## src/sv/hkrb_pkg.sv

```systemverilog
// ----------------------------------------------------------------------------
// hkrb_pkg
// Shared constants and types for the boot-keyboard report builder.
// ----------------------------------------------------------------------------
package hkrb_pkg;

    // Number of key slots kept in the report state
    localparam int SLOT_COUNT = 6;
    // Number of key slots carried in an emitted report
    localparam int OUT_SLOTS  = 6;
    localparam int SLOT_IW    = (SLOT_COUNT > 1) ? $clog2(SLOT_COUNT) : 1;

    localparam int CODE_W  = 8;
    localparam int LIMIT_W = 9;
    localparam logic [LIMIT_W-1:0] LIMIT_RESET = 9'd232;

    // Modifier usages 0xE0..0xE7 share this upper bit pattern
    localparam logic [4:0] MOD_PREFIX = 5'b11100;

    typedef logic [CODE_W-1:0] t_code;

    typedef enum logic [1:0] {
        REQ_KEY   = 2'd0,
        REQ_TICK  = 2'd1,
        REQ_OTHER = 2'd2,
        REQ_RSVD  = 2'd3
    } t_req;

    // Result of one slot compare
    typedef struct packed {
        logic hit;
        logic empty;
    } t_match;

endpackage

```

## src/sv/hkrb_req_if.sv

```systemverilog
// ----------------------------------------------------------------------------
// hkrb_req_if
// Request channel: key events and timer ticks with valid/ready handshake.
// ----------------------------------------------------------------------------
interface hkrb_req_if;
    logic       valid;
    logic       ready;
    logic [1:0] req_type;
    logic [7:0] scancode;
    logic       pressed;
    logic       host_ready;

    modport source (output valid, req_type, scancode, pressed, host_ready, input ready);
    modport sink   (input valid, req_type, scancode, pressed, host_ready, output ready);
endinterface

```

## src/sv/hkrb_rpt_if.sv

```systemverilog
// ----------------------------------------------------------------------------
// hkrb_rpt_if
// Report channel: modifier mask and six key slots with valid/ready handshake.
// ----------------------------------------------------------------------------
interface hkrb_rpt_if;
    logic       valid;
    logic       ready;
    logic [7:0] modifier_bits;
    logic [7:0] key_slot_0;
    logic [7:0] key_slot_1;
    logic [7:0] key_slot_2;
    logic [7:0] key_slot_3;
    logic [7:0] key_slot_4;
    logic [7:0] key_slot_5;

    modport source (output valid, modifier_bits, key_slot_0, key_slot_1, key_slot_2,
                    key_slot_3, key_slot_4, key_slot_5, input ready);
    modport sink   (input valid, modifier_bits, key_slot_0, key_slot_1, key_slot_2,
                    key_slot_3, key_slot_4, key_slot_5, output ready);
endinterface

```

## src/sv/hkrb_match_unit.sv

```systemverilog
// ----------------------------------------------------------------------------
// hkrb_match_unit
// Shared slot comparator: checks one slot against the key code and for empty.
// ----------------------------------------------------------------------------
module hkrb_match_unit (
    input  hkrb_pkg::t_code  i_slot,
    input  hkrb_pkg::t_code  i_code,
    output hkrb_pkg::t_match o_match
);
    import hkrb_pkg::*;

    // equality and empty test on the selected slot
    always_comb begin
        o_match.hit   = (i_slot == i_code);
        o_match.empty = (i_slot == '0);
    end

endmodule

```

## src/sv/hid_keyboard_report_builder_unit.sv

```systemverilog
// ----------------------------------------------------------------------------
// hid_keyboard_report_builder_unit
// Keeps a six-key boot-keyboard report and emits it on key events and ticks.
// ----------------------------------------------------------------------------
// Sequence: a handled key event is accepted in S_IDLE, scanned slot by slot
//   through the shared slot comparator in S_SCAN, and, when host_ready is set,
//   loaded into the report register in S_EMIT, which waits while the output is
//   still held. Ticks and ignored items skip S_SCAN. Not ready while an item is in progress.
// Reset: synchronous, active low; clears slots, modifier mask, pending flag,
//   output valid, and sets the code limit to 232.
// ----------------------------------------------------------------------------
module hid_keyboard_report_builder_unit (
    input  logic                         i_clk,
    input  logic                         i_rst_n,
    input  logic                         i_cfg_we,
    input  logic [hkrb_pkg::LIMIT_W-1:0] i_cfg_wdata,
    hkrb_req_if.sink                     i_req,
    hkrb_rpt_if.source                   o_rpt
);
    import hkrb_pkg::*;

    typedef enum logic [1:0] {
        S_IDLE,
        S_SCAN,
        S_EMIT
    } t_state;

    t_state               r_state;
    logic [LIMIT_W-1:0]   r_limit;
    t_code                r_slots [SLOT_COUNT];
    logic [7:0]           r_mod;
    logic                 r_pending;

    // latched item
    t_code                r_code;
    logic                 r_press;
    logic                 r_host_ready;

    // scan bookkeeping
    logic [SLOT_IW-1:0]   r_idx;
    logic                 r_emp_found;
    logic [SLOT_IW-1:0]   r_emp_idx;

    // output register
    logic                 r_out_valid;
    logic [7:0]           r_out_mod;
    t_code                r_out_slot [OUT_SLOTS];

    t_match               w_match;
    logic                 w_accept;
    logic                 w_handled_key;
    logic                 w_is_mod;
    logic [7:0]           w_mod_bit;
    logic                 w_last;
    logic                 w_out_free;

    // shared comparator on the slot under the scan index
    hkrb_match_unit u_match (
        .i_slot  (r_slots[r_idx]),
        .i_code  (r_code),
        .o_match (w_match)
    );

    assign i_req.ready   = (r_state == S_IDLE);
    assign w_accept      = i_req.valid && i_req.ready;
    assign w_handled_key = (t_req'(i_req.req_type) == REQ_KEY)
                           && ({1'b0, i_req.scancode} < r_limit);
    assign w_is_mod      = (i_req.scancode[7:3] == MOD_PREFIX);
    assign w_mod_bit     = 8'(1) << i_req.scancode[2:0];
    assign w_last        = (r_idx == SLOT_IW'(SLOT_COUNT - 1));
    assign w_out_free    = !r_out_valid || o_rpt.ready;

    // sequencer, report state and output register
    always_ff @(posedge i_clk) begin
        if (!i_rst_n) begin
            r_state     <= S_IDLE;
            r_limit     <= LIMIT_RESET;
            r_mod       <= '0;
            r_pending   <= 1'b0;
            r_out_valid <= 1'b0;
            r_idx       <= '0;
            r_emp_found <= 1'b0;
            for (int i = 0; i < SLOT_COUNT; i++) begin
                r_slots[i] <= '0;
            end
        end else begin
            if (i_cfg_we) begin
                r_limit <= i_cfg_wdata;
            end

            // report taken by the host side; S_EMIT reloads it instead
            if (r_out_valid && o_rpt.ready && r_state != S_EMIT) begin
                r_out_valid <= 1'b0;
            end

            unique case (r_state)
                S_IDLE: begin
                    if (w_accept) begin
                        r_code       <= i_req.scancode;
                        r_press      <= i_req.pressed;
                        r_host_ready <= i_req.host_ready;
                        r_idx        <= '0;
                        r_emp_found  <= 1'b0;
                        if (w_handled_key) begin
                            // modifier bit does not depend on the slots
                            if (w_is_mod) begin
                                if (i_req.pressed) r_mod <= r_mod | w_mod_bit;
                                else               r_mod <= r_mod & ~w_mod_bit;
                            end
                            r_state <= S_SCAN;
                        end else if (t_req'(i_req.req_type) == REQ_TICK
                                     && i_req.host_ready && r_pending) begin
                            r_state <= S_EMIT;
                        end
                    end
                end

                S_SCAN: begin
                    // one slot per cycle; stop on first match
                    if (w_match.hit || w_last) begin
                        if (w_match.hit) begin
                            if (!r_press) r_slots[r_idx] <= '0;
                        end else if (r_press) begin
                            if (r_emp_found)        r_slots[r_emp_idx] <= r_code;
                            else if (w_match.empty) r_slots[r_idx]     <= r_code;
                        end
                        if (r_host_ready) begin
                            r_state <= S_EMIT;
                        end else begin
                            r_pending <= 1'b1;
                            r_state   <= S_IDLE;
                        end
                    end else begin
                        if (w_match.empty && !r_emp_found) begin
                            r_emp_found <= 1'b1;
                            r_emp_idx   <= r_idx;
                        end
                        r_idx <= r_idx + SLOT_IW'(1);
                    end
                end

                S_EMIT: begin
                    if (w_out_free) begin
                        r_out_valid <= 1'b1;
                        r_pending   <= 1'b0;
                        r_state     <= S_IDLE;
                    end
                end

                default: r_state <= S_IDLE;
            endcase
        end
    end

    // report snapshot, no reset needed
    always_ff @(posedge i_clk) begin
        if (r_state == S_EMIT && w_out_free) begin
            r_out_mod <= r_mod;
            for (int j = 0; j < OUT_SLOTS; j++) begin
                if (j < SLOT_COUNT) r_out_slot[j] <= r_slots[j];
                else                r_out_slot[j] <= '0;
            end
        end
    end

    // output channel
    assign o_rpt.valid         = r_out_valid;
    assign o_rpt.modifier_bits = r_out_mod;
    assign o_rpt.key_slot_0    = r_out_slot[0];
    assign o_rpt.key_slot_1    = r_out_slot[1];
    assign o_rpt.key_slot_2    = r_out_slot[2];
    assign o_rpt.key_slot_3    = r_out_slot[3];
    assign o_rpt.key_slot_4    = r_out_slot[4];
    assign o_rpt.key_slot_5    = r_out_slot[5];

endmodule

```

## src/flat_wrapper.sv

```systemverilog
// flat-port wrapper written by rule: the top's interface ports become plain ports
module hid_keyboard_report_builder_unit_flat import hkrb_pkg::*;
  (i_clk, i_rst_n, i_cfg_we, i_cfg_wdata, i_req_valid, i_req_req_type, i_req_scancode, i_req_pressed, i_req_host_ready, i_req_ready, o_rpt_valid, o_rpt_modifier_bits, o_rpt_key_slot_0, o_rpt_key_slot_1, o_rpt_key_slot_2, o_rpt_key_slot_3, o_rpt_key_slot_4, o_rpt_key_slot_5, o_rpt_ready);
  hkrb_req_if i_req_i ();
  hkrb_rpt_if o_rpt_i ();
  input  logic i_clk;
  input  logic i_rst_n;
  input  logic i_cfg_we;
  input  logic [hkrb_pkg::LIMIT_W-1:0] i_cfg_wdata;
  input wire logic [$bits(i_req_i.valid)-1:0] i_req_valid;
  input wire logic [$bits(i_req_i.req_type)-1:0] i_req_req_type;
  input wire logic [$bits(i_req_i.scancode)-1:0] i_req_scancode;
  input wire logic [$bits(i_req_i.pressed)-1:0] i_req_pressed;
  input wire logic [$bits(i_req_i.host_ready)-1:0] i_req_host_ready;
  output wire logic [$bits(i_req_i.ready)-1:0] i_req_ready;
  output wire logic [$bits(o_rpt_i.valid)-1:0] o_rpt_valid;
  output wire logic [$bits(o_rpt_i.modifier_bits)-1:0] o_rpt_modifier_bits;
  output wire logic [$bits(o_rpt_i.key_slot_0)-1:0] o_rpt_key_slot_0;
  output wire logic [$bits(o_rpt_i.key_slot_1)-1:0] o_rpt_key_slot_1;
  output wire logic [$bits(o_rpt_i.key_slot_2)-1:0] o_rpt_key_slot_2;
  output wire logic [$bits(o_rpt_i.key_slot_3)-1:0] o_rpt_key_slot_3;
  output wire logic [$bits(o_rpt_i.key_slot_4)-1:0] o_rpt_key_slot_4;
  output wire logic [$bits(o_rpt_i.key_slot_5)-1:0] o_rpt_key_slot_5;
  input wire logic [$bits(o_rpt_i.ready)-1:0] o_rpt_ready;
  assign i_req_i.valid = i_req_valid;
  assign i_req_i.req_type = i_req_req_type;
  assign i_req_i.scancode = i_req_scancode;
  assign i_req_i.pressed = i_req_pressed;
  assign i_req_i.host_ready = i_req_host_ready;
  assign i_req_ready = i_req_i.ready;
  assign o_rpt_valid = o_rpt_i.valid;
  assign o_rpt_modifier_bits = o_rpt_i.modifier_bits;
  assign o_rpt_key_slot_0 = o_rpt_i.key_slot_0;
  assign o_rpt_key_slot_1 = o_rpt_i.key_slot_1;
  assign o_rpt_key_slot_2 = o_rpt_i.key_slot_2;
  assign o_rpt_key_slot_3 = o_rpt_i.key_slot_3;
  assign o_rpt_key_slot_4 = o_rpt_i.key_slot_4;
  assign o_rpt_key_slot_5 = o_rpt_i.key_slot_5;
  assign o_rpt_i.ready = o_rpt_ready;
  hid_keyboard_report_builder_unit u_core (.i_clk(i_clk), .i_rst_n(i_rst_n), .i_cfg_we(i_cfg_we), .i_cfg_wdata(i_cfg_wdata), .i_req(i_req_i), .o_rpt(o_rpt_i));
endmodule
```

## config.mk

```make
export PLATFORM = sky130hd
export DESIGN_NAME = hid_keyboard_report_builder_unit_flat
export DESIGN_NICKNAME = d
export VERILOG_FILES = /design/src/sv/hkrb_pkg.sv /design/src/sv/hkrb_req_if.sv /design/src/sv/hkrb_rpt_if.sv /design/src/sv/hkrb_match_unit.sv /design/src/sv/hid_keyboard_report_builder_unit.sv /design/src/flat_wrapper.sv
export SDC_FILE = /design/constraint.sdc
export NUM_CORES = 1
export LEC_CHECK = 0
export ABC_AREA = 1
export BUFFER_PORTS_ARGS = -buffer_cell sky130_fd_sc_hd__clkbuf_2
export CORE_ASPECT_RATIO = 0.8
export CORE_MARGIN = 2
export CORE_UTILIZATION = 47
export CTS_CLUSTER_SIZE = 30
export DETAILED_ROUTE_END_ITERATION = 6
export PLACE_DENSITY = 0.66
export SLEW_MARGIN = 30
export SYNTH_ARGS = -nofsm -noshare
export SYNTH_HDL_FRONTEND = slang
export SYNTH_SLANG_ARGS = --single-unit
export TNS_END_PERCENT = 30
```

## constraint.sdc

```tcl
create_clock -name i_clk -period 8.7 [get_ports i_clk]
set_input_delay 0.87 -clock i_clk [delete_from_list [all_inputs] [get_ports i_clk]]
set_output_delay 0.87 -clock i_clk [all_outputs]
set_load 0.01 [all_outputs]
```

==> flow_summary.yaml, run 1 <==
cts:
  cts_resized: 0
  cts_num_sinks: 161
  cts_buffer_depth: 2
  cts_root_buf: "clkbuf_16"
  clock_latency_ns: 0.42
  cts_tree: "built"
  cts.clk_slew.worst_paths_ns: 0.06
  cts_hold_buf: 0
  cts_made_buffers: 17
  htree_levels: 4
  post-cts-setup-buffers: 0
detailed_routing:
  highest_layer: "met4"
  via_count: 4744
  viasPerCell: 5.090
  dr_wl_met3_um: 969
  drc: 0
  route.met2.wl_um: 6453
  drt_wl_total_um: 14530
  firstDrtPassIters: 5
  wl_per_cell_um: 15.59
  met1_length_um: 6833
  drt-initial-drc-count: 407
  antenna_left: 0
setup_path:
  arrival_ns: 3.69
  regToRegEndpoint: "u_core.r_slots[1][0]"
  slowest_stage: "dfxtp_1"
  timing.reg2reg.setup_slack_ns: 5.06
  r2r_cells: 14
  path_max_fanout: 18
  path_class: "reg2reg"
  cp-start-kind: "flop"
  required_ns: 8.74
  path_cells: "inv_2, nand3_1, nand3_1, nand2_1, nand2_1, nor2_1, nand4_1, nor2_1, nand4_2, nand2_2, nand2_2, nand2_4, nand2_4, o21ai_1"
  critical_path_buf_inv_count: 1
  end_kind: "flop"
  critPathMaxStageDelay_ns: 0.77
  crit_family: "simple AND/OR/NAND/NOR gates"
synthesis:
  yosys_warnings: 0
  postSynthAreaPerCell_um2: 10.65
  syn_nets: 683
  ys_seq_area_share_pct: 66.01
  ys_types: 36
  ys_ff_latch: 161
  netlist_instances: 648
  syn_area_mm2: 0.006899
floorplanning:
  die_w_um: 139.5
  core-area_mm2: 0.01430
  die_area_mm2: 0.01567
  initial_core_util_pct: 48.25
  num_rows: 39
  fp.dieH_um: 112.4
  io_pins: 84
place:
  io_buffers: 83
  dpl.cell_count: 900
  place_area_mm2: 0.007445
  gp_congestion: 0.9488
  hpwl_um: 10420
layout:
  fin_area_mm2: 0.007990
  drive_above_1_share_pct: 19.12
  post_layout_nonfiller_instances: 932
  multiInputGateArea_mm2: 0.001856
  layout_commonest_cell: "nand2_1"
  final_cell_mix: "nand2_1 (144), edfxtp_1 (133), inv_1 (96)"
  syn2layout_area_growth_pct: 15.81
  regArea_mm2: 0.004554
  fillers: 1242
  n_antenna_cell: 0
  nets: 770
sta:
  worst_hold_slack_ns: 0.4270
  maxSlewViolCount: 0
  layout_min_cycle_time_ns: 3.641
  hold_viol_final: 0
  setup_viol_count_final: 0
  timing.final.crit_share_pct: 41.85
  tns_ns: 0
  skew_ns: 0.007868
  rsz0062_at_grt: "false"
  worst_pin_slew_ns: 0.8285
  slew_headroom_pct: 44.39
  fmax_mhz: 274.7
global_routing:
  grt_usage_pct: 19.58
  grt_overflow: 0
  grt_pass1_wl_um: 23540
  antenna_found_initial: 0
  first_global_vias: 4614
  grt_max_degree: 57
flow_run:
  cap_violations: 0
pwr:
  power.density_mw_per_mm2: 210.8
  total_power_w: 0.001685
  leakage_nw: 3.384
  max-vdd-ir-drop_uv: 142.5
worst_hold_path:
  hold_end: "u_core.o_rpt.modifier_bits[5]"
  whs_path_depth: 0
  worstHoldPathType: "reg2reg"
status:
  status: "finished clean"
-- sequential cells by signal, summed over array words and instances (netlist names), 2 cells and up, named ones only --
register	count
u_core.r_emp_idx	3
u_core.r_code	8
u_core.r_state	2
u_core.r_idx	3
u_core.o_rpt.modifier_bits	8
u_core.r_limit	9
u_core.r_out_slot	48
u_core.r_slots	64
-- worst max-delay path by stage --
stage / cells past startpoint / end
2_1_floorplan: 2 / u_core.o_rpt.modifier_bits[0]
3_3_place_gp: 8 / u_core.r_slots[1][7]
3_5_place_dp: 8 / u_core.r_slots[1][4]
4_1_cts: 14 / u_core.r_slots[1][0]
5_1_grt: 14 / u_core.r_slots[1][0]
6_report: 14 / u_core.r_slots[1][0]
-- synth_stat cells --
library cell	n	area share (%)
dfxtp_1	28	8.1
nand4_1	5	0.45
a21oi_2	1	0.13
nor2_1	70	3.8
clkbuf_1	5	0.27
buf_4	5	0.54
nand2_2	6	0.54
o21ai_0	16	1.2
o22ai_1	1	0.091
o21bai_1	6	0.65
nor3_1	11	0.80
buf_2	2	0.15
edfxtp_1	133	58
nand3_1	47	3.4
a21boi_0	1	0.11
a31oi_1	1	0.091
inv_4	1	0.091
o311a_1	6	0.87
nand2_1	144	7.8
nand2_4	3	0.49
inv_2	1	0.054
nand3_4	1	0.25
nor3_2	10	1.5
o21ai_1	2	0.15
nand4_2	2	0.36
or2_1	1	0.091
nand3_2	2	0.29
clkinv_1	1	0.054
buf_6	5	0.82
ha_1	9	1.6
inv_1	96	5.2
nand3b_1	3	0.33
or2_4	1	0.13
a21oi_1	20	1.5
nor4_1	1	0.091
o41ai_1	1	0.13
-- layer usage --
| layer | GRT usage [%] | vias up |
|---|---|---|
| met5 | 0 | - |
| met4 | 7.407 | 0 |
| met3 | 5.418 | 19 |
| met1 | 27.38 | 2220 |
| met2 | 29.48 | 168 |
| li1 | - | 2337 |
-- cell families after synthesis --
group | count (synthesis) | synth area share (%)
AOI/OAI and AO/OA | 55 | 4.824
and+or+nand+nor | 307 | 20.33
adders and majority gates | 9 | 1.632
DFF | 161 | 66.01
buffers and inverters | 116 | 7.200
-- stage by stage --
step                worst slack (ns)  util (%)
finish                         5.059     55.89
global route                   4.651     55.89
CTS                            5.115     55.89
detailed placement             4.939     52.07
global placement               5.005     52.07
floorplan                      4.958         -
-- where the power goes --
group,switching (W),leakage [nW],internal (W)
Combinational,0.0000786,1.65,0.0000368
Sequential,0.0000159,1.47,0.000865
Clock,0.000297,0.265,0.000391
Total,0.000391,3.38,0.00129
-- cell type report --
type,count,area share (%)
Clock inverter,14,1.456
Multi-Input combinational cell,371,23.22
Timing Repair Buffer,85,5.387
Sequential cell,161,57.00
Clock buffer,18,5.371
Tap cell,184,2.881
Inverter,99,4.682
No activity file was read; power rests on OpenSTA's default activity.
==> inputs of run 2 (changes only) <==
--- a/config.mk
+++ b/config.mk
@@ -12,7 +12,7 @@
 export CORE_UTILIZATION = 47
 export CTS_CLUSTER_SIZE = 30
 export DETAILED_ROUTE_END_ITERATION = 6
-export PLACE_DENSITY = 0.66
+export PLACE_DENSITY = 0.68
 export SLEW_MARGIN = 30
 export SYNTH_ARGS = -nofsm -noshare
 export SYNTH_HDL_FRONTEND = slang
==> constraint.sdc (replaced) <==
create_clock -name i_clk -period 3.2 [get_ports i_clk]
set_input_delay 0.32 -clock i_clk [delete_from_list [all_inputs] [get_ports i_clk]]
set_output_delay 0.32 -clock i_clk [all_outputs]
set_load 0.01 [all_outputs]
==> run 2 against run 1 <==
Register-to-register slack got worse by 4.8 ns. Sequential share of layout area fell by 0.95 points. Global-route usage is 0.54 points higher. Die area stayed put. Maximum frequency grew 24%. Core utilization up 0.95 points. Setup slack got worse by 4.8 ns. Flip-flop and latch count stayed put. First-iteration DRC count shrank 23%. Largest cell class unchanged. Highest routed layer unchanged.
==> flow_summary.yaml, run 2 (synthesized netlist as in run 1, its figures left out) <==
layout:
  drive_above_1_share_pct: 20.63
  syn2layout_area_growth_pct: 17.77
  regMostFlops: "u_core.r_slots"
  n_antenna_cell: 0
  largest_reg_flops: 64
  nets: 783
  layout_commonest_cell: "nand2_1"
  final_util_pct: 56.83
  fin_area_mm2: 0.008125
  final_cell_mix: "nand2_1 (143), edfxtp_1 (133), inv_1 (96)"
  top_regs: "u_core.r_slots: 64 flops, u_core.r_out_slot: 48 flops, u_core.r_limit: 9 flops"
detailed_routing:
  viasPerCell: 5.146
  drt_wl_total_um: 15120
  via_count: 4863
  wl_per_cell_um: 16.00
  drc: 0
  drt-initial-drc-count: 315
  antenna_left: 0
  firstDrtPassIters: 7
cts:
  clock_latency_ns: 0.43
  cts_made_buffers: 17
  cts_tree: "built"
  cts.clk_slew.worst_paths_ns: 0.06
  cts_root_buf: "clkbuf_16"
  cts_num_sinks: 161
  cts_resized: 0
  cts_buffer_depth: 2
  cts_hold_buf: 0
  htree_levels: 4
  post-cts-setup-buffers: 0
pwr:
  sw_frac_of_total_pct: 22.69
  internal-power_w: 0.003561
  total_power_w: 0.004606
  max-vdd-ir-drop_uv: 384.6
  power.density_mw_per_mm2: 566.9
  combPwrFrac_pct: 7.3
  switching_power_w: 0.001045
  leakage_nw: 3.469
  p_seq_share_pct: 51.9
  power.share.clock_pct: 40.7
sta:
  layout_setup_ws_ns: 0.2554
  skew_ns: 0.008122
  timing.final.crit_share_pct: 92.02
  worst_pin_slew_ns: 0.7688
  layout_min_cycle_time_ns: 2.945
  fmax_mhz: 339.6
  slew_headroom_pct: 48.55
  hold_viol_final: 0
  tns_ns: 0
  setup_viol_count_final: 0
  maxSlewViolCount: 0
  rsz0062_at_grt: "false"
setup_path:
  required_ns: 3.33
  crit_family: "simple AND/OR/NAND/NOR gates"
  cp-start-kind: "flop"
  path_max_fanout: 20
  r2r_cells: 16
  regToRegEndpoint: "u_core.r_slots[3][3]"
  critical_path_buf_inv_count: 2
  cpMostUsedCell: "nand2_1"
  critPathMaxStageDelay_ns: 0.45
  path_cells: "buf_12, nand2_1, nand3_1, nand3_1, nand2_1, nand2_1, nor2_1, nand4_1, nor2_1, nand4_2, nand2_2, nand2_1, nand2_2, nand2_2, o21ai_1, buf_4"
  arrival_ns: 3.07
  end_kind: "flop"
  path_class: "reg2reg"
  timing.reg2reg.setup_slack_ns: 0.26
  slowest_stage: "dfxtp_1"
status:
  status: "finished clean"
floorplanning:
  die_w_um: 139.5
  die_area_mm2: 0.01567
  num_rows: 39
  initial_core_util_pct: 48.25
  io_pins: 84
  fp.dieH_um: 112.4
  core-area_mm2: 0.01430
worst_hold_path:
  hold_end: "u_core.r_host_ready"
  whs_path_depth: 1
  hp-start: "i_req_host_ready"
  worstHoldPathType: "in2reg"
place:
  io_buffers: 83
  hpwl_um: 10970
  place_area_mm2: 0.007567
  pre_cts_slack_ns: 0.2527
  gp_congestion: 0.9036
global_routing:
  grt_max_degree: 38
  first_global_vias: 4693
  grt_overflow: 0
  grt_pass1_wl_um: 23920
  grt_usage_pct: 20.12
  antenna_found_initial: 0
flow_run:
  cap_violations: 0
[run 2: changes by cell type in the layout (fill, tap and decap cells not counted), moves of 2 or more]
cell / delta
inv_4: +4
clkinvlp_4: -2
clkinv_1: -2
clkbuf_8: +3
clkbuf_1: +2
buf_4: +10
clkinv_4: -3
buf_12: +2
[run 2: metal layers]
| metal | up-vias | part of all wire [%] | GRT usage [%] |
|---|---|---|---|
| met5 | - | 0 | 0 |
| met4 | 0 | 2.2 | 8.485 |
| met3 | 29 | 6.1 | 4.522 |
| met2 | 171 | 46 | 31.96 |
| met1 | 2301 | 45 | 26.98 |
| li1 | 2362 | - | - |
[run 2: metrics by stage]
| step | hold slack [ns] | std cells |
|---|---|---|
| 3_5_place_dp | 0.4167 | 913 |
| 5_1_grt | 0.08280 | 945 |
| 2_1_floorplan | 0.4019 | 648 |
| 3_3_place_gp | 0.4092 | 913 |
| 6_report | 0.09804 | 945 |
| 4_1_cts | 0.07646 | 945 |
[run 2: final cells by class]
| cell class | count | area [um2] |
|---|---|---|
| inverters | 99 | 374.1 |
| well taps | 184 | 230.2 |
| multi-input cells | 371 | 1858 |
| fillers | 1237 | 6172 |
| repair buffers | 98 | 556.8 |
| flip-flops and latches | 161 | 4554 |
| clock buffers | 24 | 503.0 |
| clock inverters | 8 | 48.80 |
[run 2: worst max-delay path by stage]
stage / endpoint / slack (ns) / cells after the start
after floorplan: u_core.r_slots[3][0] / 0.57 / 16
after global placement: u_core.r_slots[3][1] / 0.30 / 17
after detailed placement: u_core.r_slots[3][6] / 0.25 / 17
after CTS: u_core.r_slots[3][1] / 0.24 / 17
after global routing: u_core.r_slots[1][1] / 0.01 / 18
final: u_core.r_slots[3][3] / 0.26 / 16
[run 2: power by group through the flow]
stage | registers, W | clock network [W] | logic, W
detailed placement | 0.00244 | 0 | 0.000336
floorplan | 0.00244 | 0 | 0.000198
global placement | 0.00243 | 0 | 0.000328
CTS | 0.00239 | 0.00191 | 0.000339
finish | 0.00239 | 0.00188 | 0.000337
global route | 0.00240 | 0.00199 | 0.000379
